**config.mk**
```make
export PLATFORM = sky130hd
export DESIGN_NAME = spm_ram
export DESIGN_NICKNAME = d
export VERILOG_FILES = /design/src/hw/rtl/spm_ram.sv
export SDC_FILE = /design/constraint.sdc
export NUM_CORES = 2
export LEC_CHECK = 0
export BUFFER_PORTS_ARGS = -buffer_cell sky130_fd_sc_hd__buf_2
export CORE_ASPECT_RATIO = 0.7
export CORE_UTILIZATION = 45
export CTS_CLUSTER_SIZE = 16
export DETAILED_ROUTE_END_ITERATION = 6
export PLACE_DENSITY = 0.57
export REMOVE_ABC_BUFFERS = 1
export SKIP_CTS_REPAIR_TIMING = 1
export SKIP_LAST_GASP = 1
export SYNTH_ARGS = -nofsm -noshare
export SYNTH_HDL_FRONTEND = slang
export SYNTH_SLANG_ARGS = --single-unit
```
**constraint.sdc**
```tcl
create_clock -name i_clk -period 4 [get_ports i_clk]
set_input_delay 0.2 -clock i_clk [delete_from_list [all_inputs] [get_ports i_clk]]
set_output_delay 0.2 -clock i_clk [all_outputs]
set_load 0.01 [all_outputs]
```
**src/hw/rtl/spm_ram.sv**
```systemverilog
// Generic single-write, single-read synchronous RAM with a registered read port.
// Stand-alone; depth is two to the power of the address width.
module spm_ram #(
    parameter int WIDTH  = 32,
    parameter int ADDR_W = 6
) (
    input  logic              i_clk,
    input  logic              i_we,
    input  logic [ADDR_W-1:0] i_waddr,
    input  logic [WIDTH-1:0]  i_wdata,
    input  logic [ADDR_W-1:0] i_raddr,
    output logic [WIDTH-1:0]  o_rdata
);

    logic [WIDTH-1:0] r_mem [2**ADDR_W];
    logic [WIDTH-1:0] r_rdata;

    // Write port and registered read port
    always_ff @(posedge i_clk) begin
        if (i_we) begin
            r_mem[i_waddr] <= i_wdata;
        end
        r_rdata <= r_mem[i_raddr];
    end

    assign o_rdata = r_rdata;

endmodule

```
* Yosys cells after proc, flatten, opt, wreduce, memory -nomap -nowiden *
Memories as Yosys holds them, arrays and structs flattened. A register that Yosys moved wholly into a read port is not among the register bits.
Cells that the tools add are included.

word-level totals
  RAM bits = 2048
  register bits = 0
  memories = 1

operators by class
  muxes and demuxes = 2

memory list
  memory  words  bits a word  rd ports  clocked after Yosys merged registers in  write ports  line  source
  r_mem   64     32           1         1                                        1            15    logic [WIDTH-1:0] r_mem [2**ADDR_W];

operators by type and width
  operator  number
  $mux W1   2

* Logic depth before layout (Yosys ltp) *
  word-level depth = 2
  mapped depth = 10
  depth with buffers taken out = 5

* Worst setup path before layout *
No wires, ideal clock.

  path kind = input to register
  from = in i_waddr[3]
  to = mem r_mem[48][0] (enable)
  buffers on the path = 1
  path slack = 640 ps
  required time = 3539 ps
  stages on the path = 4
  arrival = 2899 ps
  library setup time = 461 ps
  cell sequence = clkbuf_1 nor2b_1 nand4b_1 nor3_1

RTL lines
  item         line  source
  from (decl)  9     input logic [ADDR_W-1:0] i_waddr,
  to (decl)    15

Straight into the memory's write port.

==> summary.md <==
| Metric | Value |
|---|---|
| CP Launch Type | input pin |
| Layout cells sized above 1 | 30.01% |
| Avg WL per Cell | 35.45 um |
| Yosys top cell area share | 78.33% |
| CTS Buf Count | 190 |
| Initial DRT Pass Iterations | 5 |
| H-tree Lvls | 4 |
| Ys async rst share | 0% |
| Register share of total power | 54.6% |
| Setup_tns | 0 ns |
| Synth Cell Area | 78520 um2 |
| Max Slew Vio Count | 0 |
| Most frequent cells in the layout | edfxtp_1, mux4_2, clkbuf_16, buf_4, mux2i_1 |
| YS warnings | 0 |
| Synthesis-stage register bit count | 2080 |
| TritonCTS Sinks | 2080 |
| Drt total wl | 216000 um |
| Combinational share of power | 5.5% |
| Cell-internal power | 34.84 mW |
| Min cycle time layout | 2.924 ns |
| Clock root cell | clkbuf_16 |
| Clk_lat worst skew | 0.83 ns |
| Die Y | 351.5 um |
| Iter 0 DRT Violations | 5107 |
| Worst slew pin tran | 1.326 ns |
| CTS tree | yes |
| Final #Nets | 3649 |
| # DRC | 0 |
| Reg area | 62140 um2 |
| Endpoints failing setup | 0 |
| FP Rows | 127 |
| CP Class | input pin to flip-flop |
| CTS max path bufs | 3 |
| Sw Ratio | 21.49% |
| Yosys top cell by area | edfxtp_1 |
| Rel. slew slack | 11.60% |
| Pleak | 27.67 nW |
| Worst Hold Class | input pin to flip-flop |
| Vias in the first global route | 37.74k |
| Final Hold Vio Count | 0 |
| Status | complete, no violations |
| Ports | 78 |
| Clock power share | 39.9% |
| CP max FO | 23 |
| Multi-input logic area | 15990 um2 |
| Top cells by area, synth | edfxtp_1, mux4_2, mux2i_1, dfxtp_1, o22ai_1 |
| Core area | 172300 um2 |
| RePlAce Congestion | 0.8468 |
| Maxcap violations | 0 |
| Global routing's busiest layer | met2 |
| Worst ir drop on vdd | 0.3627 mV |
| CP Data Arrival Time | 3.66 ns |
| Library cells used by synthesis | 34 |
| Fin util | 51.79% |
| Seq/Total Area, Yosys | 79.14% |
| Met1 usage | 36.03% |
| Endpoint class of the critical path | flip-flop |
| GR Layer Usage met2 | 36.37% |
| Synth Flop Type | edfxtp_1 |
| Fill cell count | 13.25k |
| Grt met3 use | 7.739% |
| First-pass GRT wire length | 298000 um |
| CTS clk-pin slew, worst paths | 0.06 ns |
| RSZ-0062 raised after global routing | false |
| DRT antenna net count | 0 |
| Port buffer count | 77 |
| Syn-to-layout area delta | 13.63% |
| EDFF count, synth | 2048 |
| Die width | 501.3 um |
| Final worst path period share | 73.09% |
| P_sw | 9.537 mW |
| Fmax | 0.3421 GHz |
| Initial core utilization | 45.58% |
| Overall Global Routing Usage | 24.84% |
| Clock skew | 0.02650 ns |
| Cells after Synth | 3324 |
| Post-Syn Area per Cell | 23.62 um2 |
| Largest net degree at the start of global routing | 77 |
| Die area | 176200 um2 |
| Commonest non-fill, non-tap cell in the layout | edfxtp_1 |
| Power Density | 497.4 nW/um2 |
| Routed vias/inst | 6.162 |
| Worst Path Required | 4.73 ns |
| Initial antenna violation count | 15 |
| Vias | 37.54k |
| GRT overflow | 0 |
| DP HPWL | 123200 um |
metrics by stage:
step / hold slack [ns] / std cells / setup slack, ns / total power [mW] / area (um2)
2_1_floorplan: 0.2989 / 3142 / 0.7923 / 25.55 / 77630
3_3_place_gp: 0.5291 / 5721 / 0.6843 / 27.07 / 83100
3_5_place_dp: 0.5590 / 5721 / 0.6897 / 27.13 / 83100
4_1_cts: -0.3290 / 6076 / 1.518 / 44.65 / 89080
5_1_grt: 0.04779 / 6090 / 1.176 / 45.63 / 89210
6_report: 0.05119 / 6093 / 1.076 / 44.38 / 89210
metal layers:
metal | up-vias | routed length [um]
li1 | 14853 | -
met1 | 20451 | 89520
met2 | 1973 | 96000
met3 | 267 | 25140
met4 | 0 | 5364
met5 | - | 0
worst max-delay path, cell delays in order:
cell           delay, ns
dlygate4sd3_1       0.53
buf_2               0.23
nand2_1             0.46
buf_12              0.27
o221ai_1            0.26
a21oi_1             1.03
a21oi_1             0.40
nor2_1              0.19
synth_stat cells (4+ instances only):
library cell,number
a21oi_1,62
nor3_1,7
mux2i_1,93
buf_1,21
and3_1,4
nor2_1,137
edfxtp_1,2048
o22ai_1,84
o221ai_1,27
nand2_1,26
clkbuf_1,74
buf_6,5
nand2b_1,8
mux4_2,544
buf_2,57
nand3b_1,5
a41o_1,4
nor2b_1,15
o32ai_1,4
buf_4,25
dfxtp_1,32
a22oi_1,12
nand3_1,5
a311oi_1,8
logic make-up (layout without fill, tap and decap cells):
family	count (synthesis)	in the layout	synth area share [%]
AO/OA/AOI/OAI	202	202	1.673
buffers and inverters	182	624	1.128
flip-flops	2080	2080	79.14
multiplexers	637	637	16.79
other	0	5	0
AND/OR/NAND/NOR	223	223	1.265
power by group through the flow:
stage	combinational (mW)	clock, mW	sequential, mW
2_1_floorplan	0.894	0	24.7
3_3_place_gp	2.38	0	24.7
3_5_place_dp	2.43	0	24.7
4_1_cts	2.43	18.0	24.2
5_1_grt	2.57	18.8	24.2
6_report	2.44	17.7	24.2
path summary, 6_finish.rpt:
kind	startpoint	endpoint	slack [ns]	depth (start not counted)
max reg2reg	r_mem[32][13]	o_rdata[13]	1.48	5
min	i_wdata[21]	r_mem[20][21]	0.05	2
min reg2reg	r_mem[28][8]	o_rdata[8]	0.76	4
max	i_raddr[4]	o_rdata[13]	1.08	8
flip-flops by register name, summed over array words and instances (netlist names):
| name | flops |
|---|---|
| o_rdata | 32 |
| r_mem | 2048 |
cell type report:
| cell class | count | area share (%) |
|---|---|---|
| timing repair buffer | 269 | 2.454 |
| sequential | 2080 | 69.65 |
| antenna | 5 | 0.01402 |
| tap | 2322 | 3.257 |
| clock buffer | 267 | 5.896 |
| clock inverter | 88 | 0.8022 |
| multi-input combinational | 1062 | 17.92 |
(Power assumes the default switching activity.)
